### src/overload_level_controller_core_macros.svh
// Assertion macros shared by the overload level controller RTL.
// Each macro expects signals named clk and rst in the scope where it is used.
`ifndef OVERLOAD_LEVEL_CONTROLLER_CORE_MACROS_SVH
`define OVERLOAD_LEVEL_CONTROLLER_CORE_MACROS_SVH

// Same-cycle implication.
`define OLC_ASSERT_IMP(lbl, ante, cons, msg) \
  lbl: assert property (@(posedge clk) disable iff (rst) (ante) |-> (cons)) \
    else $error(msg);

// Next-cycle implication.
`define OLC_ASSERT_NEXT(lbl, ante, cons, msg) \
  lbl: assert property (@(posedge clk) disable iff (rst) (ante) |=> (cons)) \
    else $error(msg);

`endif

### src/olc_pkg.sv
// Package for the overload level controller: level, request and register codes,
// configuration, pipeline item and result types. No dependencies.
package olc_pkg;

  localparam int TH_W       = 14;
  localparam int CONN_W     = 16;
  localparam int PROD_W     = 30;
  localparam int WAIT_W     = 16;
  localparam int WAIT_MS_W  = 26;
  localparam int CFG_DATA_W = 56;
  localparam int CFG_IDX_W  = 3;

  localparam logic [29:0] CONN_SCALE = 30'd10000;
  localparam logic [25:0] MS_PER_S   = 26'd1000;

  localparam logic [55:0] TH4_RESET   = 56'd43983149629450000;
  localparam logic [41:0] TH3_RESET   = 42'd2684518410000;
  localparam logic [1:0]  MODES_RESET = 2'd3;

  typedef enum logic [2:0] {
    LVL_NORMAL   = 3'd0,
    LVL_LIGHT    = 3'd1,
    LVL_MODERATE = 3'd2,
    LVL_SEVERE   = 3'd3,
    LVL_CRITICAL = 3'd4
  } level_t;

  typedef enum logic [1:0] {
    REQ_METRICS = 2'd0,
    REQ_FORCE   = 2'd1,
    REQ_QUERY   = 2'd2
  } req_t;

  typedef enum logic [CFG_IDX_W-1:0] {
    CFG_CPU_TH   = 3'd0,
    CFG_MEM_TH   = 3'd1,
    CFG_CONN_TH  = 3'd2,
    CFG_MARGIN   = 3'd3,
    CFG_ESC_WAIT = 3'd4,
    CFG_REC_WAIT = 3'd5,
    CFG_MODES    = 3'd6
  } cfg_idx_t;

  typedef struct packed {
    logic [3:0][TH_W-1:0] cpu_th;
    logic [3:0][TH_W-1:0] mem_th;
    logic [2:0][TH_W-1:0] conn_th;
    logic [TH_W-1:0]      margin;
    logic [WAIT_W-1:0]    esc_wait;
    logic [WAIT_W-1:0]    rec_wait;
    logic [1:0]           auto_modes;
  } cfg_t;

  typedef struct packed {
    logic [1:0]             req_type;
    logic [31:0]            now_ms;
    logic [TH_W-1:0]        cpu_load;
    logic [TH_W-1:0]        mem_load;
    logic                   conn_en;
    logic [PROD_W-1:0]      conn_scaled;
    logic [2:0][PROD_W-1:0] conn_prod;
    logic [2:0]             forced_level;
    logic                   critical_op;
  } item_t;

  typedef struct packed {
    logic [2:0]  level_now;
    logic        level_changed;
    logic [2:0]  level_before;
    logic        entered_degraded;
    logic        entered_normal;
    logic        reject_pulse;
    logic        op_allowed;
    logic        accept_new;
    logic        drop_low;
    logic [4:0]  ack_batch;
    logic [31:0] change_total;
    logic [31:0] throttle_total;
  } rsp_t;

endpackage

### src/olc_cfg_regs.sv
// Configuration register file for the overload level controller.
// Depends on olc_pkg.
module olc_cfg_regs (
  input  logic                           clk,
  input  logic                           rst,
  input  logic                           cfg_valid,
  output logic                           cfg_ready,
  input  logic [olc_pkg::CFG_IDX_W-1:0]  cfg_index,
  input  logic [olc_pkg::CFG_DATA_W-1:0] cfg_data,
  output olc_pkg::cfg_t                  cfg
);
  import olc_pkg::*;

  assign cfg_ready = 1'b1;

  always_ff @(posedge clk) begin
    if (rst) begin
      cfg.cpu_th     <= TH4_RESET;
      cfg.mem_th     <= TH4_RESET;
      cfg.conn_th    <= TH3_RESET;
      cfg.margin     <= '0;
      cfg.esc_wait   <= '0;
      cfg.rec_wait   <= '0;
      cfg.auto_modes <= MODES_RESET;
    end else if (cfg_valid && cfg_ready) begin
      unique case (cfg_index)
        CFG_CPU_TH:   cfg.cpu_th     <= cfg_data;
        CFG_MEM_TH:   cfg.mem_th     <= cfg_data;
        CFG_CONN_TH:  cfg.conn_th    <= cfg_data[41:0];
        CFG_MARGIN:   cfg.margin     <= cfg_data[TH_W-1:0];
        CFG_ESC_WAIT: cfg.esc_wait   <= cfg_data[WAIT_W-1:0];
        CFG_REC_WAIT: cfg.rec_wait   <= cfg_data[WAIT_W-1:0];
        CFG_MODES:    cfg.auto_modes <= cfg_data[1:0];
        default: ;
      endcase
    end
  end

endmodule

### src/olc_input_stage.sv
// Input register of the overload level controller; also registers the
// connection share products. Depends on olc_pkg.
module olc_input_stage (
  input  logic                        clk,
  input  logic                        rst,
  input  olc_pkg::cfg_t               cfg,
  input  logic                        req_valid,
  output logic                        req_stall,
  input  logic [1:0]                  req_type,
  input  logic [31:0]                 now_ms,
  input  logic [olc_pkg::TH_W-1:0]    cpu_load,
  input  logic [olc_pkg::TH_W-1:0]    mem_load,
  input  logic [olc_pkg::CONN_W-1:0]  conns_active,
  input  logic [olc_pkg::CONN_W-1:0]  conns_max,
  input  logic [2:0]                  forced_level,
  input  logic                        critical_op,
  input  logic                        advance,
  output logic                        item_valid,
  output olc_pkg::item_t              item
);
  import olc_pkg::*;

  logic  accept;
  item_t item_next;

  assign req_stall = item_valid && !advance;
  assign accept    = req_valid && !req_stall;

  always_comb begin
    item_next.req_type     = req_type;
    item_next.now_ms       = now_ms;
    item_next.cpu_load     = cpu_load;
    item_next.mem_load     = mem_load;
    item_next.conn_en      = (conns_max != '0);
    item_next.conn_scaled  = PROD_W'(conns_active) * CONN_SCALE;
    for (int k = 0; k < 3; k++) begin
      item_next.conn_prod[k] = PROD_W'(cfg.conn_th[k]) * PROD_W'(conns_max);
    end
    item_next.forced_level = forced_level;
    item_next.critical_op  = critical_op;
  end

  always_ff @(posedge clk) begin
    if (rst) begin
      item_valid <= 1'b0;
    end else if (accept) begin
      item_valid <= 1'b1;
    end else if (advance) begin
      item_valid <= 1'b0;
    end
  end

  always_ff @(posedge clk) begin
    if (accept) begin
      item <= item_next;
    end
  end

endmodule

### src/olc_level_core.sv
// Level decision, controller state and result register of the overload
// level controller. Depends on olc_pkg and the assertion macro header.
module olc_level_core (
  input  logic           clk,
  input  logic           rst,
  input  olc_pkg::cfg_t  cfg,
  input  olc_pkg::item_t item,
  input  logic           load,
  input  logic           rsp_stall,
  output logic           rsp_valid,
  output olc_pkg::rsp_t  rsp
);
  import olc_pkg::*;
  `include "overload_level_controller_core_macros.svh"

  level_t                cur_level;
  level_t                level_next;
  logic [31:0]           changed_at_ms;
  logic [31:0]           changes_count;
  logic [31:0]           changes_count_next;
  logic [31:0]           throttled_count;
  logic [31:0]           throttled_count_next;

  logic                  cpu_hit, mem_hit, conn_hit;
  level_t                cpu_tgt, mem_tgt, conn_tgt, target;
  logic [31:0]           elapsed_ms;
  logic [WAIT_MS_W-1:0]  esc_ms, rec_ms;
  logic                  esc_ok, rec_time_ok, rec_ok;
  logic [1:0]            slot;
  logic                  move, changed, throttle;
  level_t                move_lvl;

  assign elapsed_ms  = item.now_ms - changed_at_ms;
  assign esc_ms      = WAIT_MS_W'(cfg.esc_wait) * MS_PER_S;
  assign rec_ms      = WAIT_MS_W'(cfg.rec_wait) * MS_PER_S;
  assign esc_ok      = elapsed_ms >= 32'(esc_ms);
  assign rec_time_ok = elapsed_ms >= 32'(rec_ms);
  assign slot        = 2'(cur_level - 3'd1);
  assign rec_ok      = ((TH_W+1)'(item.cpu_load) + (TH_W+1)'(cfg.margin)
                        < (TH_W+1)'(cfg.cpu_th[slot]))
                    && ((TH_W+1)'(item.mem_load) + (TH_W+1)'(cfg.margin)
                        < (TH_W+1)'(cfg.mem_th[slot]));

  always_comb begin
    cpu_hit  = 1'b0;
    mem_hit  = 1'b0;
    conn_hit = 1'b0;
    cpu_tgt  = LVL_NORMAL;
    mem_tgt  = LVL_NORMAL;
    conn_tgt = LVL_NORMAL;
    for (int k = 0; k < 4; k++) begin
      if (item.cpu_load >= cfg.cpu_th[k]) begin
        cpu_hit = 1'b1;
        cpu_tgt = level_t'(3'(k + 1));
      end
      if (item.mem_load >= cfg.mem_th[k]) begin
        mem_hit = 1'b1;
        mem_tgt = level_t'(3'(k + 1));
      end
    end
    for (int k = 0; k < 3; k++) begin
      if (item.conn_en && (item.conn_scaled >= item.conn_prod[k])) begin
        conn_hit = 1'b1;
        conn_tgt = level_t'(3'(k + 2));
      end
    end
    if (cpu_hit) begin
      target = cpu_tgt;
    end else if (mem_hit) begin
      target = mem_tgt;
    end else if (conn_hit) begin
      target = conn_tgt;
    end else begin
      target = LVL_NORMAL;
    end
  end

  always_comb begin
    move     = 1'b0;
    move_lvl = cur_level;
    throttle = 1'b0;
    unique case (item.req_type)
      REQ_METRICS: begin
        if ((target > cur_level) && cfg.auto_modes[0] && esc_ok) begin
          move     = 1'b1;
          move_lvl = target;
        end else if ((target < cur_level) && cfg.auto_modes[1] && rec_time_ok && rec_ok) begin
          move     = 1'b1;
          move_lvl = target;
        end
      end
      REQ_FORCE: begin
        move     = 1'b1;
        move_lvl = (item.forced_level > 3'(LVL_CRITICAL)) ? LVL_CRITICAL
                                                          : level_t'(item.forced_level);
      end
      REQ_QUERY: begin
        throttle = !item.critical_op && (cur_level >= LVL_MODERATE);
      end
      default: ;
    endcase
    changed              = move && (move_lvl != cur_level);
    level_next           = changed ? move_lvl : cur_level;
    changes_count_next   = changes_count + 32'(changed);
    throttled_count_next = throttled_count + 32'(throttle);
  end

  always_ff @(posedge clk) begin
    if (rst) begin
      cur_level       <= LVL_NORMAL;
      changed_at_ms   <= '0;
      changes_count   <= '0;
      throttled_count <= '0;
    end else if (load) begin
      cur_level       <= level_next;
      changes_count   <= changes_count_next;
      throttled_count <= throttled_count_next;
      if (changed) begin
        changed_at_ms <= item.now_ms;
      end
    end
  end

  always_ff @(posedge clk) begin
    if (rst) begin
      rsp_valid <= 1'b0;
    end else if (load) begin
      rsp_valid <= 1'b1;
    end else if (!rsp_stall) begin
      rsp_valid <= 1'b0;
    end
  end

  always_ff @(posedge clk) begin
    if (load) begin
      rsp.level_now        <= level_next;
      rsp.level_changed    <= changed;
      rsp.level_before     <= cur_level;
      rsp.entered_degraded <= changed && (cur_level == LVL_NORMAL);
      rsp.entered_normal   <= changed && (move_lvl == LVL_NORMAL);
      rsp.reject_pulse     <= changed && (move_lvl >= LVL_SEVERE);
      rsp.op_allowed       <= !throttle;
      rsp.accept_new       <= level_next <= LVL_MODERATE;
      rsp.drop_low         <= level_next >= LVL_MODERATE;
      rsp.ack_batch        <= 5'd1 << level_next;
      rsp.change_total     <= changes_count_next;
      rsp.throttle_total   <= throttled_count_next;
    end
  end

  `OLC_ASSERT_IMP(a_level_range, 1'b1, cur_level <= LVL_CRITICAL, "level out of range")
  `OLC_ASSERT_NEXT(a_change_counted, load && changed, changes_count == $past(changes_count) + 32'd1, "level change not counted")
  `OLC_ASSERT_NEXT(a_level_held, load && !changed, cur_level == $past(cur_level), "level moved without a change")
  `OLC_ASSERT_IMP(a_normal_pulse, rsp_valid && rsp.entered_normal, rsp.level_now == LVL_NORMAL, "entered normal with a degraded level")

endmodule

### src/overload_level_controller_core.sv
// Overload level controller, top level.
// Request channel (req_valid, req_stall): a transfer takes place when req_valid is
// high and req_stall is low. Response channel (rsp_valid, rsp_stall) works the same
// way, with rsp_stall driven by the receiver.
// Configuration channel (cfg_valid, cfg_ready, cfg_index, cfg_data) writes one
// register per transfer; cfg_ready is always high. Unknown indexes are ignored.
// Each request passes the input register, then the response register, to become a response.
// Throughput is one item per cycle while the receiver does not stall: the input register
// and the response register form a two-stage pipeline, and the level state is updated
// as an item moves into the response register, so the next item sees the new state.
// While the receiver stalls, the response holds, and the input register fills and
// then stalls the sender. Reset clears the level to normal, the change timestamp
// and both counters, and loads the register defaults.
// Depends on olc_pkg, olc_cfg_regs, olc_input_stage and olc_level_core.
module overload_level_controller_core (
  input  logic                           clk,
  input  logic                           rst,
  input  logic                           cfg_valid,
  output logic                           cfg_ready,
  input  logic [olc_pkg::CFG_IDX_W-1:0]  cfg_index,
  input  logic [olc_pkg::CFG_DATA_W-1:0] cfg_data,
  input  logic                           req_valid,
  output logic                           req_stall,
  input  logic [1:0]                     req_type,
  input  logic [31:0]                    now_ms,
  input  logic [olc_pkg::TH_W-1:0]       cpu_load,
  input  logic [olc_pkg::TH_W-1:0]       mem_load,
  input  logic [olc_pkg::CONN_W-1:0]     conns_active,
  input  logic [olc_pkg::CONN_W-1:0]     conns_max,
  input  logic [2:0]                     forced_level,
  input  logic                           critical_op,
  output logic                           rsp_valid,
  input  logic                           rsp_stall,
  output logic [2:0]                     level_now,
  output logic                           level_changed,
  output logic [2:0]                     level_before,
  output logic                           entered_degraded,
  output logic                           entered_normal,
  output logic                           reject_pulse,
  output logic                           op_allowed,
  output logic                           accept_new,
  output logic                           drop_low,
  output logic [4:0]                     ack_batch,
  output logic [31:0]                    change_total,
  output logic [31:0]                    throttle_total
);
  import olc_pkg::*;

  cfg_t  cfg;
  item_t item;
  rsp_t  rsp;
  logic  item_valid;
  logic  load;

  assign load = item_valid && (!rsp_valid || !rsp_stall);

  olc_cfg_regs u_cfg (
    .clk       (clk),
    .rst       (rst),
    .cfg_valid (cfg_valid),
    .cfg_ready (cfg_ready),
    .cfg_index (cfg_index),
    .cfg_data  (cfg_data),
    .cfg       (cfg)
  );

  olc_input_stage u_input (
    .clk          (clk),
    .rst          (rst),
    .cfg          (cfg),
    .req_valid    (req_valid),
    .req_stall    (req_stall),
    .req_type     (req_type),
    .now_ms       (now_ms),
    .cpu_load     (cpu_load),
    .mem_load     (mem_load),
    .conns_active (conns_active),
    .conns_max    (conns_max),
    .forced_level (forced_level),
    .critical_op  (critical_op),
    .advance      (load),
    .item_valid   (item_valid),
    .item         (item)
  );

  olc_level_core u_core (
    .clk       (clk),
    .rst       (rst),
    .cfg       (cfg),
    .item      (item),
    .load      (load),
    .rsp_stall (rsp_stall),
    .rsp_valid (rsp_valid),
    .rsp       (rsp)
  );

  assign level_now        = rsp.level_now;
  assign level_changed    = rsp.level_changed;
  assign level_before     = rsp.level_before;
  assign entered_degraded = rsp.entered_degraded;
  assign entered_normal   = rsp.entered_normal;
  assign reject_pulse     = rsp.reject_pulse;
  assign op_allowed       = rsp.op_allowed;
  assign accept_new       = rsp.accept_new;
  assign drop_low         = rsp.drop_low;
  assign ack_batch        = rsp.ack_batch;
  assign change_total     = rsp.change_total;
  assign throttle_total   = rsp.throttle_total;

endmodule
### config.mk
export PLATFORM = sky130hd
export DESIGN_NAME = overload_level_controller_core
export DESIGN_NICKNAME = d
export VERILOG_FILES = /design/src/olc_pkg.sv /design/src/olc_cfg_regs.sv /design/src/olc_input_stage.sv /design/src/olc_level_core.sv /design/src/overload_level_controller_core.sv
export VERILOG_INCLUDE_DIRS = /design/src /design/src/src
export SDC_FILE = /design/constraint.sdc
export NUM_CORES = 2
export LEC_CHECK = 0
export ABC_CLOCK_PERIOD_IN_PS = 9340
export BUFFER_PORTS_ARGS = -buffer_cell sky130_fd_sc_hd__clkbuf_2
export CORE_AREA = 3 3 324 326
export DETAILED_ROUTE_END_ITERATION = 10
export DIE_AREA = 0 0 327 329
export GPL_ROUTABILITY_DRIVEN = 0
export PLACE_DENSITY = 0.8
export SETUP_SLACK_MARGIN = 0.4
export SLEW_MARGIN = 20
export SYNTH_ARGS = -nofsm -noshare
export SYNTH_HDL_FRONTEND = slang
export SYNTH_SLANG_ARGS = --single-unit
### constraint.sdc
create_clock -name clk -period 9.34 [get_ports clk]
set_input_delay 0.467 -clock clk [delete_from_list [all_inputs] [get_ports clk]]
set_output_delay 0.467 -clock clk [all_outputs]
set_load 0.005 [all_outputs]
==> report_table.html <==
<table>
<tr><th>Metric</th><th>Value</th></tr>
<tr><th colspan="2">Run status</th></tr>
<tr><td>Run status</td><td>completed</td></tr>
<tr><th colspan="2">Final layout</th></tr>
<tr><td>Number of standard cells in the final layout excluding fillers</td><td>8032</td></tr>
<tr><td>Share of post-route cells with drive strength above 1</td><td>8.49%</td></tr>
<tr><td>Total Nets Final</td><td>8184</td></tr>
<tr><td>Synthesis-to-layout area growth</td><td>10.0%</td></tr>
<tr><th colspan="2">Critical path</th></tr>
<tr><td>Worst Setup SP</td><td>u_cfg.cfg[19]</td></tr>
<tr><td>Signal arrival time at the worst endpoint</td><td>9.82 ns</td></tr>
<tr><td>Highest net fanout along the worst path</td><td>4</td></tr>
<tr><td>Required time of the critical path</td><td>9.86 ns</td></tr>
<tr><td>Largest stage delay, worst path</td><td>0.55 ns</td></tr>
<tr><td>Register-to-Register Path Depth</td><td>41</td></tr>
<tr><td>Startpoint-to-endpoint class of the critical path</td><td>reg -&gt; reg</td></tr>
<tr><td>Reg-to-reg startpoint</td><td>u_cfg.cfg[19]</td></tr>
<tr><td>Crit end category</td><td>flip-flop</td></tr>
<tr><td>Max stage delay cell, worst path</td><td>sky130_fd_sc_hd__fa_1</td></tr>
<tr><td>Type of origin of the critical path</td><td>flip-flop</td></tr>
<tr><th colspan="2">Clock network</th></tr>
<tr><td>Max clock buf depth</td><td>3</td></tr>
<tr><td>Reg clk slew, reported paths</td><td>0.06 ns</td></tr>
<tr><td>Clock tree sinks</td><td>568</td></tr>
<tr><td>TritonCTS clock tree</td><td>yes</td></tr>
<tr><td>Level count of the clock H-tree</td><td>2</td></tr>
<tr><td>Clock buffer count from CTS</td><td>61</td></tr>
<tr><td>Root cell of the clock tree</td><td>sky130_fd_sc_hd__clkbuf_16</td></tr>
<tr><td>Skew-Pair Late Insertion Delay</td><td>0.69 ns</td></tr>
<tr><th colspan="2">Yosys</th></tr>
<tr><td>Number of synthesized flops with an enable pin</td><td>265</td></tr>
<tr><td>Post-synthesis async set-or-reset flop share</td><td>0%</td></tr>
<tr><td>Most used flip-flop cell after synthesis</td><td>sky130_fd_sc_hd__dfxtp_1</td></tr>
<tr><td>Synthesized netlist net count</td><td>7970</td></tr>
<tr><td>Mapped Cells</td><td>6382</td></tr>
<tr><td>Register area share after synthesis</td><td>23.6%</td></tr>
<tr><td>Mapped Area</td><td>0.0593 sq mm</td></tr>
<tr><td>Synth top area cells</td><td>sky130_fd_sc_hd__fa_1, sky130_fd_sc_hd__ha_1, sky130_fd_sc_hd__edfxtp_1, sky130_fd_sc_hd__dfxtp_1, sky130_fd_sc_hd__inv_1</td></tr>
<tr><td>Fraction of synthesized cell area taken by the top area cell type</td><td>21.6%</td></tr>
<tr><td>Largest area contributor in the netlist</td><td>sky130_fd_sc_hd__fa_1</td></tr>
<tr><td>Count of distinct cell types in the synthesized netlist</td><td>83</td></tr>
<tr><td>Count of state elements after synthesis</td><td>568</td></tr>
<tr><td>Most common cell in the synthesized netlist</td><td>sky130_fd_sc_hd__inv_1</td></tr>
<tr><td>Top cells by count, synth</td><td>sky130_fd_sc_hd__inv_1, sky130_fd_sc_hd__nand2_1, sky130_fd_sc_hd__ha_1</td></tr>
<tr><td>Mean instance size in the synthesized netlist</td><td>9.30 sq um</td></tr>
<tr><td>Total of warnings raised by yosys</td><td>0</td></tr>
<tr><th colspan="2">Global routing</th></tr>
<tr><td>First-pass GRT wire length</td><td>246 mm</td></tr>
<tr><td>Number of antenna violations at the first check in global routing</td><td>17</td></tr>
<tr><td>Overflow after GRT</td><td>0</td></tr>
<tr><td>Vias in the first global route</td><td>47800</td></tr>
<tr><td>Pin count of the biggest net entering global routing</td><td>162</td></tr>
<tr><td>Overall track demand over capacity in global routing</td><td>28.3%</td></tr>
<tr><th colspan="2">Timing</th></tr>
<tr><td>Slew Viols, Final</td><td>0</td></tr>
<tr><td>Post-layout worst setup margin</td><td>0.0401 ns</td></tr>
<tr><td>Fin crit period</td><td>9.30 ns</td></tr>
<tr><td>Final Cycle Share</td><td>99.6%</td></tr>
<tr><td>Unrepaired setup endpoints after global routing</td><td>true</td></tr>
<tr><td>Final setup violation count</td><td>0</td></tr>
<tr><td>Tightest hold margin</td><td>0.0247 ns</td></tr>
<tr><td>Sum of negative setup slack</td><td>0 ns</td></tr>
<tr><td>Worst Max-Slew Pin Slew</td><td>1.19 ns</td></tr>
<tr><td>Final hold violation count</td><td>0</td></tr>
<tr><td>Worst-case headroom to the max-slew limit</td><td>20.9%</td></tr>
<tr><td>Post-route clock skew</td><td>0.0683 ns</td></tr>
<tr><td>Maximum clock frequency</td><td>108 MHz</td></tr>
<tr><th colspan="2">Pwr</th></tr>
<tr><td>Net Sw Frac</td><td>39.0%</td></tr>
<tr><td>Clock network fraction of design power</td><td>21.6%</td></tr>
<tr><td>Leakage power of the design</td><td>30.5 nW</td></tr>
<tr><td>Worst supply voltage drop on vdd</td><td>0.190 mV</td></tr>
<tr><td>NetSw</td><td>4.60 mW</td></tr>
<tr><td>Pwr dens</td><td>181 mW/mm^2</td></tr>
<tr><td>Cell-internal power</td><td>7.21 mW</td></tr>
<tr><td>Sequential share of power</td><td>28.3%</td></tr>
<tr><td>Combinational cell fraction of total power</td><td>50.1%</td></tr>
<tr><th colspan="2">Place</th></tr>
<tr><td>Pre-CTS worst setup slack</td><td>-0.174 ns</td></tr>
<tr><td>Number of port buffers</td><td>245</td></tr>
<tr><td>Post-detailed-placement half-perimeter wirelength</td><td>115 mm</td></tr>
<tr><td>Count of placed standard cells including taps</td><td>7811</td></tr>
<tr><th colspan="2">Routing</th></tr>
<tr><td>Drt pass-1 iters</td><td>8</td></tr>
<tr><td>Post-detailed-route count of antenna-violating nets</td><td>0</td></tr>
<tr><td>Metal1 wirelength</td><td>58.3 mm</td></tr>
<tr><td>Metal2 WL</td><td>72.9 mm</td></tr>
<tr><td>Number of vias after detailed routing</td><td>45800</td></tr>
<tr><td>Avg Vias per Cell</td><td>5.70</td></tr>
<tr><td>Count of unresolved DRC violations after routing</td><td>0</td></tr>
<tr><td>Metal3 WL</td><td>11.2 mm</td></tr>
<tr><td>Initial DRC count</td><td>3437</td></tr>
<tr><td>Avg WL per Cell</td><td>18.8 microns</td></tr>
<tr><td>Total length of routed wires</td><td>151 mm</td></tr>
<tr><td>Uppermost layer routed</td><td>met5</td></tr>
<tr><th colspan="2">Die</th></tr>
<tr><td>Boundary Pins</td><td>247</td></tr>
<tr><td>Die area</td><td>0.108 sq mm</td></tr>
<tr><td>Initial Utilization</td><td>58.2%</td></tr>
<tr><td>Number of rows in the core area</td><td>117</td></tr>
<tr><td>Core Area</td><td>0.102 sq mm</td></tr>
<tr><td>Die extent in y</td><td>329 microns</td></tr>
<tr><td>Die Width</td><td>327 microns</td></tr>
<tr><th colspan="2">Flow run</th></tr>
<tr><td>Max-cap violation count</td><td>0</td></tr>
<tr><th colspan="2">Hold path</th></tr>
<tr><td>Worst Hold Class</td><td>in -&gt; reg</td></tr>
<tr><td>Startpoint of the lowest-slack hold path</td><td>mem_load[11]</td></tr>
<tr><td>Hold depth</td><td>1</td></tr>
</table>
-- cells by family (layout without fill, tap and decap cells) --
family | count (synthesis) | in the layout | synth area share [%]
flip-flops | 568 | 568 | 23.6
other | 1 | 18 | 0.00632
adder cells (fa/ha/maj) | 1426 | 1426 | 38.2
AO/OA/AOI/OAI | 875 | 875 | 9.32
XOR/XNOR | 296 | 296 | 4.37
AND/OR/NAND/NOR | 1863 | 1863 | 14.6
buffers and inverters | 1289 | 1554 | 8.21
multiplexers | 64 | 64 | 1.67
-- routing by layer --
| layer | GRT usage (%) | vias to the layer above |
|---|---|---|
| met4 | 14.0 | 6 |
| met5 | 0 | - |
| met3 | 3.73 | 431 |
| li1 | - | 21200 |
| met2 | 48.9 | 1735 |
| met1 | 35.0 | 22500 |
-- worst max-delay path, delay by kind of cell (launching register included) --
| kind | cells | cell delay [ns] |
|---|---|---|
| adder cells (fa/ha/maj) | 7 | 2.80 |
| flip-flops | 1 | 0.36 |
| AND/OR/NAND/NOR | 16 | 2.89 |
| AO/OA/AOI/OAI | 14 | 2.69 |
| buffers and inverters | 2 | 0.14 |
| XOR/XNOR | 2 | 0.32 |
-- through the flow --
step / power [mW] / utilization (%) / area, sq um
2_1_floorplan: 7.81 / - / 59500
3_3_place_gp: 8.94 / 60.7 / 62000
3_5_place_dp: 9.18 / 60.7 / 62000
4_1_cts: 11.8 / 63.7 / 65000
5_1_grt: 12.8 / 64.0 / 65300
6_report: 11.8 / 64.0 / 65300
-- flip-flops by register name, indices dropped and copies added, names as in the netlist --
name and flops:
u_cfg.cfg 202, u_core.changed_at_ms 32, u_core.changes_count 32, u_core.cur_level 3
u_core.rsp 82, u_core.rsp_valid 1, u_core.throttled_count 32, u_input.item 183
u_input.item_valid 1
-- power by group through the flow --
stage          Clock [mW]  Combinational (mW)  Sequential (mW)
5_1_grt              2.68                6.75             3.36
3_3_place_gp            0                5.55             3.39
6_report             2.55                5.92             3.35
2_1_floorplan           0                4.54             3.26
4_1_cts              2.58                5.90             3.35
3_5_place_dp            0                5.78             3.40
-- path summary, 6_finish.rpt --
path	to	slack, ns
setup / recovery	u_core.changes_count[29]	0.04
hold / removal	u_input.item[136]	0.02
setup reg to reg	u_core.changes_count[29]	0.04
hold reg to reg	u_cfg.cfg[95]	0.47
-- layout make-up --
| cell class | instances | area [sq um] |
|---|---|---|
| antenna | 17 | 42.5 |
| clock buffer | 79 | 1730 |
| clock inverter | 35 | 405 |
| fill | 7917 | 36700 |
| inverter | 1042 | 3910 |
| multi-input combinational | 4525 | 40900 |
| sequential | 568 | 14000 |
| tap | 1368 | 1710 |
| timing repair buffer | 398 | 2570 |
-- cells in the final DEF, fill, tap and decap left out, drive strengths merged, types with 33 or more instances in the layout --
master,synthesis,final
a211o,56,56
a21o,83,83
a21oi,380,380
and2,279,279
and3,47,47
buf,15,88
clkbuf,232,323
dfxtp,303,303
dlygate4sd3,0,66
edfxtp,265,265
fa,641,641
ha,785,785
inv,1042,1045
mux2i,34,34
nand2,919,919
nand2b,93,93
nand3,74,74
nand4,36,36
nor2,229,229
nor2b,35,35
nor3,66,66
o21a,33,33
o21ai,120,120
xnor2,168,168
xor2,128,128
-- repair_timing --
action,4_1_cts,5_1_grt
hold buffers,66,0
resized for setup,45,32
setup buffers,15,9
pin swaps,36,25
setup endpoints to repair,31,39
hold endpoints to repair,67,0
(Power assumes the default switching activity.)
